<file path="src/rtl/periodic_task_dispatcher_assert.svh">
// Assertion macros shared by the dispatcher RTL.
`ifndef PERIODIC_TASK_DISPATCHER_ASSERT_SVH
`define PERIODIC_TASK_DISPATCHER_ASSERT_SVH

// Condition implies consequence in the same cycle.
`define PTD_ASSERT_NOW(lbl, clk, rst_n, a, c) \
    lbl: assert property (@(posedge clk) disable iff (!rst_n) (a) |-> (c)) \
        else $error("dispatcher check failed");

// Condition implies consequence in the next cycle.
`define PTD_ASSERT_NEXT(lbl, clk, rst_n, a, c) \
    lbl: assert property (@(posedge clk) disable iff (!rst_n) (a) |=> (c)) \
        else $error("dispatcher check failed");

`endif

</file>
<file path="src/rtl/ptd_pkg.sv">
// Package: types, widths and codes of the periodic task dispatcher.
package ptd_pkg;

    localparam int MAX_TASKS_DEF = 16;
    localparam int RESULT_CAP    = 16;
    localparam int FIRE_W        = 5;

    localparam int OP_W    = 2;
    localparam int IVL_W   = 31;
    localparam int DUR_W   = 16;
    localparam int TIME_W  = 32;
    localparam int BASE_W  = 16;
    localparam int KIND_W  = 3;
    localparam int TIDX_W  = 4;

    // x / 3 == (x * RECIP3) >> 33 for any 32-bit x
    localparam logic [31:0] RECIP3 = 32'hAAAA_AAAB;

    localparam logic [OP_W-1:0] OP_ADD    = 2'd0;
    localparam logic [OP_W-1:0] OP_SHIFT  = 2'd1;
    localparam logic [OP_W-1:0] OP_TICK   = 2'd2;
    localparam logic [OP_W-1:0] OP_UNUSED = 2'd3;

    localparam logic [KIND_W-1:0] KIND_ADDED   = 3'd0;
    localparam logic [KIND_W-1:0] KIND_FULL    = 3'd1;
    localparam logic [KIND_W-1:0] KIND_SHIFTED = 3'd2;
    localparam logic [KIND_W-1:0] KIND_DUE     = 3'd3;
    localparam logic [KIND_W-1:0] KIND_NONE    = 3'd4;

    typedef struct packed {
        logic [IVL_W-1:0]  ivl;
        logic [DUR_W-1:0]  dur;
        logic [TIME_W-1:0] last;
        logic [TIME_W-1:0] shift;
    } entry_t;

endpackage

</file>
<file path="src/rtl/ptd_ram.sv">
// Generic single-write, single-read synchronous RAM with registered read.
module ptd_ram #(
    parameter int WIDTH  = 8,
    parameter int DEPTH  = 16,
    parameter int ADDR_W = (DEPTH > 1) ? $clog2(DEPTH) : 1
) (
    input  logic              aclk,
    input  logic              we,
    input  logic [ADDR_W-1:0] waddr,
    input  logic [WIDTH-1:0]  wdata,
    input  logic              re,
    input  logic [ADDR_W-1:0] raddr,
    output logic [WIDTH-1:0]  rdata
);

    logic [WIDTH-1:0] mem [DEPTH];
    logic [WIDTH-1:0] rdata_reg;

    always_ff @(posedge aclk) begin
        if (we) begin
            mem[waddr] <= wdata;
        end
        if (re) begin
            rdata_reg <= mem[raddr];
        end
    end

    assign rdata = rdata_reg;

endmodule

</file>
<file path="src/rtl/periodic_task_dispatcher.sv">
// Periodic task dispatcher: task table in RAM, pairwise phase spreading, tick scan.
//
// Requests enter on s_* (valid/ready) and carry an operation: add a task,
// spread the phases, or tick with the current time. Results leave on m_*
// (valid/ready); m_last_result marks the final result of a request.
// shift_base must be written through cfg_* only while the block is idle; the
// user is bound by this, as the block does not enforce it. One request is
// processed at a time; s_ready is high only when idle. Per operation:
//   add   - its single result is registered once the output register is free.
//   tick  - one RAM read and one check/write per table entry; at most 16 tasks
//           fire per tick.
//   shift - every pair i<j costs a RAM read, a set-up step and, unless a value is
//           zero, a 32-step bit-serial remainder unit and a write-back step;
//           there are N*(N-1)/2 pairs, and each outer task adds a read of its own.
// The table RAM (one read and one write port) sets the tick rate; the
// remainder unit sets the shift rate.
// Reset clears the task count and the control state; table contents need no
// clearing since only added entries are ever read.
// A stalled m_ready holds the result register; the scan waits at the next
// result until the register frees, so nothing is lost or repeated.
module periodic_task_dispatcher #(
    parameter int MAX_TASKS = ptd_pkg::MAX_TASKS_DEF
) (
    input  logic                        aclk,
    input  logic                        aresetn,
    input  logic                        s_valid,
    output logic                        s_ready,
    input  logic [ptd_pkg::OP_W-1:0]    s_operation,
    input  logic [ptd_pkg::IVL_W-1:0]   s_task_interval,
    input  logic [ptd_pkg::DUR_W-1:0]   s_task_max_duration,
    input  logic [ptd_pkg::TIME_W-1:0]  s_current_time,
    output logic                        m_valid,
    input  logic                        m_ready,
    output logic [ptd_pkg::KIND_W-1:0]  m_kind,
    output logic [ptd_pkg::TIDX_W-1:0]  m_task_index,
    output logic                        m_last_result,
    input  logic                        cfg_valid,
    output logic                        cfg_ready,
    input  logic [ptd_pkg::BASE_W-1:0]  cfg_shift_base
);
    import ptd_pkg::*;
    `include "periodic_task_dispatcher_assert.svh"

    localparam int IDX_W = (MAX_TASKS > 1) ? $clog2(MAX_TASKS) : 1;
    localparam int CNT_W = $clog2(MAX_TASKS + 1);
    localparam int ENT_W = $bits(entry_t);
    localparam logic [CNT_W-1:0] CNT_MAX = CNT_W'(MAX_TASKS);
    localparam logic [FIRE_W-1:0] FIRE_CAP = FIRE_W'(RESULT_CAP);

    localparam logic [3:0] ST_IDLE = 4'd0;
    localparam logic [3:0] ST_ADD  = 4'd1;
    localparam logic [3:0] ST_SRDI = 4'd2;
    localparam logic [3:0] ST_SLAT = 4'd3;
    localparam logic [3:0] ST_SRDJ = 4'd4;
    localparam logic [3:0] ST_SMOD = 4'd5;
    localparam logic [3:0] ST_SDIV = 4'd6;
    localparam logic [3:0] ST_SWR  = 4'd7;
    localparam logic [3:0] ST_SEND = 4'd8;
    localparam logic [3:0] ST_TRD  = 4'd9;
    localparam logic [3:0] ST_TCHK = 4'd10;
    localparam logic [3:0] ST_TEND = 4'd11;

    logic [3:0]        state_reg, state_next;
    logic [CNT_W-1:0]  count_reg, count_next;
    logic [CNT_W-1:0]  i_reg, i_next;
    logic [CNT_W-1:0]  j_reg, j_next;
    logic [FIRE_W-1:0] fired_reg, fired_next;
    logic              pend_reg, pend_next;
    logic [CNT_W-1:0]  pidx_reg, pidx_next;
    logic [BASE_W-1:0] base_reg;

    logic [IVL_W-1:0]  ivl_in_reg, ivl_in_next;
    logic [DUR_W-1:0]  dur_in_reg, dur_in_next;
    logic [TIME_W-1:0] now_reg, now_next;
    logic [OP_W-1:0]   op_reg, op_next;

    logic [TIME_W-1:0]       ai_reg, ai_next;
    logic [DUR_W-1:0]        duri_reg, duri_next;
    logic [IVL_W+TIME_W-1:0] prod_reg, prod_next;

    logic [TIME_W-1:0] rem_reg, rem_next;
    logic [TIME_W-1:0] dvd_reg, dvd_next;
    logic [TIME_W-1:0] dvs_reg, dvs_next;
    logic [5:0]        dcnt_reg, dcnt_next;

    logic              mv_reg;
    logic [KIND_W-1:0] mk_reg;
    logic [TIDX_W-1:0] mi_reg;
    logic              ml_reg;

    logic              emit;
    logic [KIND_W-1:0] emit_kind;
    logic [CNT_W-1:0]  emit_idx;
    logic              emit_last;
    logic [CNT_W+TIDX_W-1:0] emit_idx_wide;

    logic              ram_we, ram_re;
    logic [IDX_W-1:0]  ram_waddr, ram_raddr;
    entry_t            ram_wdata, ram_rdata;

    logic              out_free;
    logic [TIME_W-1:0] b_val, big, lesser, due, inc;
    logic [TIME_W:0]   trial;

    ptd_ram #(
        .WIDTH (ENT_W),
        .DEPTH (MAX_TASKS),
        .ADDR_W(IDX_W)
    ) u_table (
        .aclk (aclk),
        .we   (ram_we),
        .waddr(ram_waddr),
        .wdata(ram_wdata),
        .re   (ram_re),
        .raddr(ram_raddr),
        .rdata(ram_rdata)
    );

    assign out_free  = !mv_reg || m_ready;
    assign s_ready   = (state_reg == ST_IDLE);
    assign cfg_ready = 1'b1;

    assign b_val  = {1'b0, ram_rdata.ivl} + ram_rdata.shift;
    assign big    = (ai_reg > b_val) ? ai_reg : b_val;
    assign lesser = (ai_reg > b_val) ? b_val : ai_reg;
    assign due    = ram_rdata.last + {1'b0, ram_rdata.ivl} + ram_rdata.shift;
    assign inc    = {2'b00, prod_reg[IVL_W+TIME_W-1:33]} + {16'd0, duri_reg}
                  + {16'd0, base_reg};
    assign trial  = {rem_reg, dvd_reg[TIME_W-1]};
    assign emit_idx_wide = {{TIDX_W{1'b0}}, emit_idx};

    always_comb begin
        state_next  = state_reg;
        count_next  = count_reg;
        i_next      = i_reg;
        j_next      = j_reg;
        fired_next  = fired_reg;
        pend_next   = pend_reg;
        pidx_next   = pidx_reg;
        ivl_in_next = ivl_in_reg;
        dur_in_next = dur_in_reg;
        now_next    = now_reg;
        op_next     = op_reg;
        ai_next     = ai_reg;
        duri_next   = duri_reg;
        prod_next   = prod_reg;
        rem_next    = rem_reg;
        dvd_next    = dvd_reg;
        dvs_next    = dvs_reg;
        dcnt_next   = dcnt_reg;
        emit        = 1'b0;
        emit_kind   = KIND_ADDED;
        emit_idx    = '0;
        emit_last   = 1'b1;
        ram_we      = 1'b0;
        ram_re      = 1'b0;
        ram_waddr   = count_reg[IDX_W-1:0];
        ram_raddr   = i_reg[IDX_W-1:0];
        ram_wdata   = ram_rdata;

        unique case (state_reg)
            ST_IDLE: begin
                if (s_valid) begin
                    ivl_in_next = s_task_interval;
                    dur_in_next = s_task_max_duration;
                    now_next    = s_current_time;
                    op_next     = s_operation;
                    i_next      = '0;
                    fired_next  = '0;
                    pend_next   = 1'b0;
                    case (s_operation)
                        OP_ADD:   state_next = ST_ADD;
                        OP_SHIFT: state_next = ST_SRDI;
                        OP_TICK:  state_next = ST_TRD;
                        default:  state_next = ST_IDLE;
                    endcase
                end
            end
            ST_ADD: begin
                if (out_free) begin
                    emit = 1'b1;
                    if (count_reg == CNT_MAX) begin
                        emit_kind = KIND_FULL;
                    end else begin
                        ram_we          = 1'b1;
                        ram_wdata.ivl   = ivl_in_reg;
                        ram_wdata.dur   = dur_in_reg;
                        ram_wdata.last  = '0;
                        ram_wdata.shift = '0;
                        emit_idx        = count_reg;
                        count_next      = count_reg + 1'b1;
                    end
                    state_next = ST_IDLE;
                end
            end
            ST_SRDI: begin
                // stop once no partner j remains for i
                if ({1'b0, i_reg} + 1'b1 >= {1'b0, count_reg}) begin
                    state_next = ST_SEND;
                end else begin
                    ram_re     = 1'b1;
                    state_next = ST_SLAT;
                end
            end
            ST_SLAT: begin
                ai_next    = {1'b0, ram_rdata.ivl} + ram_rdata.shift;
                duri_next  = ram_rdata.dur;
                prod_next  = ram_rdata.ivl * RECIP3;
                j_next     = i_reg + 1'b1;
                state_next = ST_SRDJ;
            end
            ST_SRDJ: begin
                if (j_reg >= count_reg) begin
                    i_next     = i_reg + 1'b1;
                    state_next = ST_SRDI;
                end else begin
                    ram_re     = 1'b1;
                    ram_raddr  = j_reg[IDX_W-1:0];
                    state_next = ST_SMOD;
                end
            end
            ST_SMOD: begin
                if (lesser == '0) begin
                    j_next     = j_reg + 1'b1;
                    state_next = ST_SRDJ;
                end else begin
                    rem_next   = '0;
                    dvd_next   = big;
                    dvs_next   = lesser;
                    dcnt_next  = 6'd32;
                    state_next = ST_SDIV;
                end
            end
            ST_SDIV: begin
                // one restoring remainder step per cycle
                if (trial >= {1'b0, dvs_reg}) begin
                    rem_next = TIME_W'(trial - {1'b0, dvs_reg});
                end else begin
                    rem_next = trial[TIME_W-1:0];
                end
                dvd_next  = {dvd_reg[TIME_W-2:0], 1'b0};
                dcnt_next = dcnt_reg - 1'b1;
                if (dcnt_reg == 6'd1) begin
                    state_next = ST_SWR;
                end
            end
            ST_SWR: begin
                if (rem_reg == '0) begin
                    ram_we          = 1'b1;
                    ram_waddr       = j_reg[IDX_W-1:0];
                    ram_wdata.shift = ram_rdata.shift + inc;
                end
                j_next     = j_reg + 1'b1;
                state_next = ST_SRDJ;
            end
            ST_SEND: begin
                if (out_free) begin
                    emit       = 1'b1;
                    emit_kind  = KIND_SHIFTED;
                    state_next = ST_IDLE;
                end
            end
            ST_TRD: begin
                if (i_reg >= count_reg || fired_reg == FIRE_CAP) begin
                    state_next = ST_TEND;
                end else begin
                    ram_re     = 1'b1;
                    state_next = ST_TCHK;
                end
            end
            ST_TCHK: begin
                if (now_reg > due) begin
                    // hold until the previous firing can be handed out
                    if (!pend_reg || out_free) begin
                        ram_we         = 1'b1;
                        ram_waddr      = i_reg[IDX_W-1:0];
                        ram_wdata.last = now_reg;
                        emit           = pend_reg;
                        emit_kind      = KIND_DUE;
                        emit_idx       = pidx_reg;
                        emit_last      = 1'b0;
                        pend_next      = 1'b1;
                        pidx_next      = i_reg;
                        fired_next     = fired_reg + 1'b1;
                        i_next         = i_reg + 1'b1;
                        state_next     = ST_TRD;
                    end
                end else begin
                    i_next     = i_reg + 1'b1;
                    state_next = ST_TRD;
                end
            end
            ST_TEND: begin
                if (out_free) begin
                    emit       = 1'b1;
                    emit_kind  = pend_reg ? KIND_DUE : KIND_NONE;
                    emit_idx   = pend_reg ? pidx_reg : '0;
                    state_next = ST_IDLE;
                end
            end
            default: begin
                state_next = ST_IDLE;
            end
        endcase
    end

    always_ff @(posedge aclk) begin
        if (!aresetn) begin
            state_reg <= ST_IDLE;
            count_reg <= '0;
            base_reg  <= '0;
            mv_reg    <= 1'b0;
            pend_reg  <= 1'b0;
            fired_reg <= '0;
        end else begin
            state_reg <= state_next;
            count_reg <= count_next;
            pend_reg  <= pend_next;
            fired_reg <= fired_next;
            if (cfg_valid) begin
                base_reg <= cfg_shift_base;
            end
            if (emit) begin
                mv_reg <= 1'b1;
            end else if (m_ready) begin
                mv_reg <= 1'b0;
            end
        end
    end

    always_ff @(posedge aclk) begin
        i_reg      <= i_next;
        j_reg      <= j_next;
        pidx_reg   <= pidx_next;
        ivl_in_reg <= ivl_in_next;
        dur_in_reg <= dur_in_next;
        now_reg    <= now_next;
        op_reg     <= op_next;
        ai_reg     <= ai_next;
        duri_reg   <= duri_next;
        prod_reg   <= prod_next;
        rem_reg    <= rem_next;
        dvd_reg    <= dvd_next;
        dvs_reg    <= dvs_next;
        dcnt_reg   <= dcnt_next;
        if (emit) begin
            mk_reg <= emit_kind;
            mi_reg <= emit_idx_wide[TIDX_W-1:0];
            ml_reg <= emit_last;
        end
    end

    assign m_valid       = mv_reg;
    assign m_kind        = mk_reg;
    assign m_task_index  = mi_reg;
    assign m_last_result = ml_reg;

    `PTD_ASSERT_NOW(a_count_bound, aclk, aresetn, 1'b1, count_reg <= CNT_MAX)
    `PTD_ASSERT_NOW(a_emit_free, aclk, aresetn, emit, out_free)
    `PTD_ASSERT_NOW(a_write_state, aclk, aresetn, ram_we,
        state_reg == ST_ADD || state_reg == ST_SWR || state_reg == ST_TCHK)
    `PTD_ASSERT_NEXT(a_accept_op, aclk, aresetn, s_valid && s_ready,
        op_reg == $past(s_operation))

endmodule
</file>
<file path="config.mk">
export PLATFORM = sky130hd
export DESIGN_NAME = periodic_task_dispatcher
export DESIGN_NICKNAME = d
export VERILOG_FILES = /design/src/rtl/ptd_pkg.sv /design/src/rtl/ptd_ram.sv /design/src/rtl/periodic_task_dispatcher.sv
export VERILOG_INCLUDE_DIRS = /design/src /design/src/rtl
export SDC_FILE = /design/constraint.sdc
export NUM_CORES = 2
export LEC_CHECK = 0
export ABC_CLOCK_PERIOD_IN_PS = 14100
export BUFFER_PORTS_ARGS = -buffer_cell sky130_fd_sc_hd__buf_2
export CORE_UTILIZATION = 30
export DETAILED_ROUTE_END_ITERATION = 10
export GPL_TIMING_DRIVEN = 0
export HOLD_SLACK_MARGIN = 0.08
export PLACE_DENSITY = 0.54
export SYNTH_ARGS = -nofsm -noshare
export SYNTH_HDL_FRONTEND = slang
export SYNTH_SLANG_ARGS = --single-unit
</file>
<file path="constraint.sdc">
create_clock -name aclk -period 14.1 [get_ports aclk]
set_input_delay 2.82 -clock aclk [delete_from_list [all_inputs] [get_ports aclk]]
set_output_delay 2.82 -clock aclk [all_outputs]
set_load 0.005 [all_outputs]
</file>
==> summary.md <==
| Metric | Value |
|---|---|
| Hold crit path type | `reg2reg` |
| # H-tree levels | `4` |
| Ys Warns | `0` |
| Syn Nets | `7285` |
| Clk buf depth | `4` |
| Crit path top cell by count | `buf_12` |
| PostCTS Resize Cnt | `0` |
| Sink Count | `2200` |
| Routability Congestion | `0.875` |
| WS Path Type | `reg2reg` |
| Total global-route track usage | `18.2%` |
| Area Growth Syn to Fin | `16.4%` |
| Ports | `113` |
| Ys flop type | `edfxtp_1` |
| Unique masters post-synth | `98` |
| Synthesized flop and latch total | `2200` |
| Post-DP HPWL | `228000 um` |
| Worst path depth | `29` |
| Register area share after synthesis | `63.2%` |
| Post CTS Setup Buffer Count | `0` |
| Die width | `591 um` |
| Crit path from | `u_table.rdata[81]` |
| Crit. End Element | `flip-flop` |
| Port Buffers | `110` |
| Unrepaired setup endpoints after global routing | `false` |
| FF-to-FF Start | `u_table.rdata[81]` |
| TritonCTS clock tree | `built` |
| Total core area | `0.344 mm^2` |
| Final Hold Viols | `0` |
| Fmax | `83.7 MHz` |
| Clk root buf | `clkbuf_16` |
| Clock buffer count from CTS | `238` |
| Worst hold stages | `1` |
| Layout Nets | `7780` |
| Synthesized area | `0.104 mm^2` |
| Startpoint types | `flip-flop` |
| First-pass GRT wire length | `452000 um` |
| R2r endpoint | `u_table.mem[1][61]` |
| Layout cells sized above 1 | `16.9%` |
| Post-synth ARST share | `0%` |
| Actual slew at the worst max-slew pin | `1.43 ns` |
| Slowest stage delay, CP | `1.09 ns` |
| Detailed-route via count | `60000` |
| Avg WL per Cell | `27.7 um` |
| Adder-cell share of the synthesized area | `12.1%` |
| Top delay family on crit path | `simple AND/OR/NAND/NOR gates` |
| Number of global-route vias before repair | `61200` |
| Die area | `0.349 mm^2` |
| Clock transition at the registers of the reported paths | `0.06 ns` |
| Skew-Pair Late Insertion Delay | `0.94 ns` |
| Std-Cell Rows | `215` |
| Worst Skew | `0.0975 ns` |
| Commonest cells post-synth | `edfxtp_1 (2168), ha_1 (523), nand2_1 (506)` |
| Avg Inst Size Synth | `16.4 um^2` |
| Routed WL | `322000 um` |
| R2R depth | `29` |
| Share of the synthesized area in the top cell type | `62.6%` |
| Run status | `finished, final reports clean` |
| Setup slack, reg-to-reg | `2.15 ns` |
| Worst Path Arrival | `12.51 ns` |
| Crit share post-route | `84.7%` |
| Largest net degree at the start of global routing | `65` |
| Largest family of logic cells by synthesized area | `adder cells` |
| EDFF count, synth | `2168` |
| Max Slew Vio Count | `0` |
| Critical path required time | `14.67 ns` |
| Final min period | `11.95 ns` |
| Worst hold start | `fired_reg[4]` |
| Worst Hold Endpoint | `fired_reg[4]` |
| Xor/xnor share of the synthesized area | `1.21%` |
| Max-cap violations | `0` |
| Vias per std cell | `5.16` |
| TNS Setup | `0 ns` |
| Starting Density | `30.2%` |
| Synth Area in Compound Gates | `6.21%` |
| Critical-path maximum fanout | `18` |
| DRT Pass-1 Iters | `5` |
| Syn Inst Count | `6356` |
| Final ANT Viol Nets | `0` |
| Final setup violation count | `0` |
| CTS Hold Bufs | `0` |
| Slew headroom | `4.67%` |
| Crit path max-delay cell type | `nor4_1` |
| Crit path buf inv count | `6` |
| Initial antenna violation count | `22` |
| Grt ovf | `0` |
| Synth Area in Simple Gates | `4.54%` |
| Max reg flops | `1776` |
| Multiplexer share of the synthesized area | `10.1%` |
| Iteration-0 DRC Markers | `6637` |
| Synth top area cells | `edfxtp_1 (63%), mux4_2 (9.6%), ha_1 (6.3%)` |
| Die height | `591 um` |
| Largest area contributor in the netlist | `edfxtp_1` |
| Top-count cell post-synth | `edfxtp_1` |
| DRC Markers | `0` |
==> worst max-delay path by stage <==
stage / to
3_5_place_dp: u_table.mem[1][59]
6_report: u_table.mem[1][61]
2_1_floorplan: u_table.mem[13][0]
5_1_grt: u_table.mem[1][61]
4_1_cts: u_table.mem[1][60]
3_3_place_gp: u_table.mem[13][75]
==> area by class of cell <==
cell class                 instances  area [um^2]
fill                           32300       223000
sequential                      2200        65700
buffer                           237         1070
tap                             4557         5700
antenna                           11         27.5
clock buffer                     290         6240
timing repair buffer             255         3320
multi-input combinational       3490        35700
clock inverter                   148         1520
inverter                         429         1620
==> per-layer routing <==
metal	vias to the layer above	routed length, um	GRT usage, %
li1	25700	-	-
met1	31500	132000	23.8
met2	2315	152000	29.7
met3	486	23300	2.98
met4	2	15000	7.93
met5	-	13	0
==> placed cells by master, fill, tap and decap left out, types with 24 or more instances in the layout <==
cell	n
edfxtp_1	2168
ha_1	523
nand2_1	506
mux4_2	444
inv_1	424
fa_1	304
clkbuf_16	242
a22oi_1	228
a21oi_1	222
clkbuf_1	185
nor2_1	183
buf_2	165
o21ai_0	153
buf_12	89
a21o_1	86
xnor2_1	86
nand3_1	84
xor2_1	55
clkinv_1	52
mux2i_1	47
o21ai_1	43
nor3_1	40
clkinv_2	40
nand4_1	39
nor2b_1	38
o21a_1	35
dfxtp_1	32
nor4_1	31
a31oi_1	29
bufinv_16	27
buf_16	25
o21bai_1	24
==> through the flow <==
step | hold slack [ns] | worst slack (ns) | instances | utilization (%) | area (um^2)
2_1_floorplan | 0.426 | 3.01 | 6356 | - | 104000
3_3_place_gp | 0.454 | -8.39 | 11000 | 32.0 | 110000
3_5_place_dp | 0.458 | 2.15 | 11200 | 32.9 | 113000
4_1_cts | 0.467 | 2.12 | 11600 | 35.1 | 121000
5_1_grt | 0.495 | 2.12 | 11600 | 35.2 | 121000
6_report | 0.473 | 2.15 | 11600 | 35.2 | 121000
==> cells by family after synthesis <==
logic type / count (synthesis)
xor gates and xnor gates: 142
adders and majority gates: 827
AOI/OAI and AO/OA: 977
and+or+nand+nor: 1050
other: 1
buffers and inverters: 666
DFF: 2200
muxes: 493
Power is left out: the tool's default activity adds up to more than one toggle a clock period on the data nets, which glitch-free logic cannot reach.
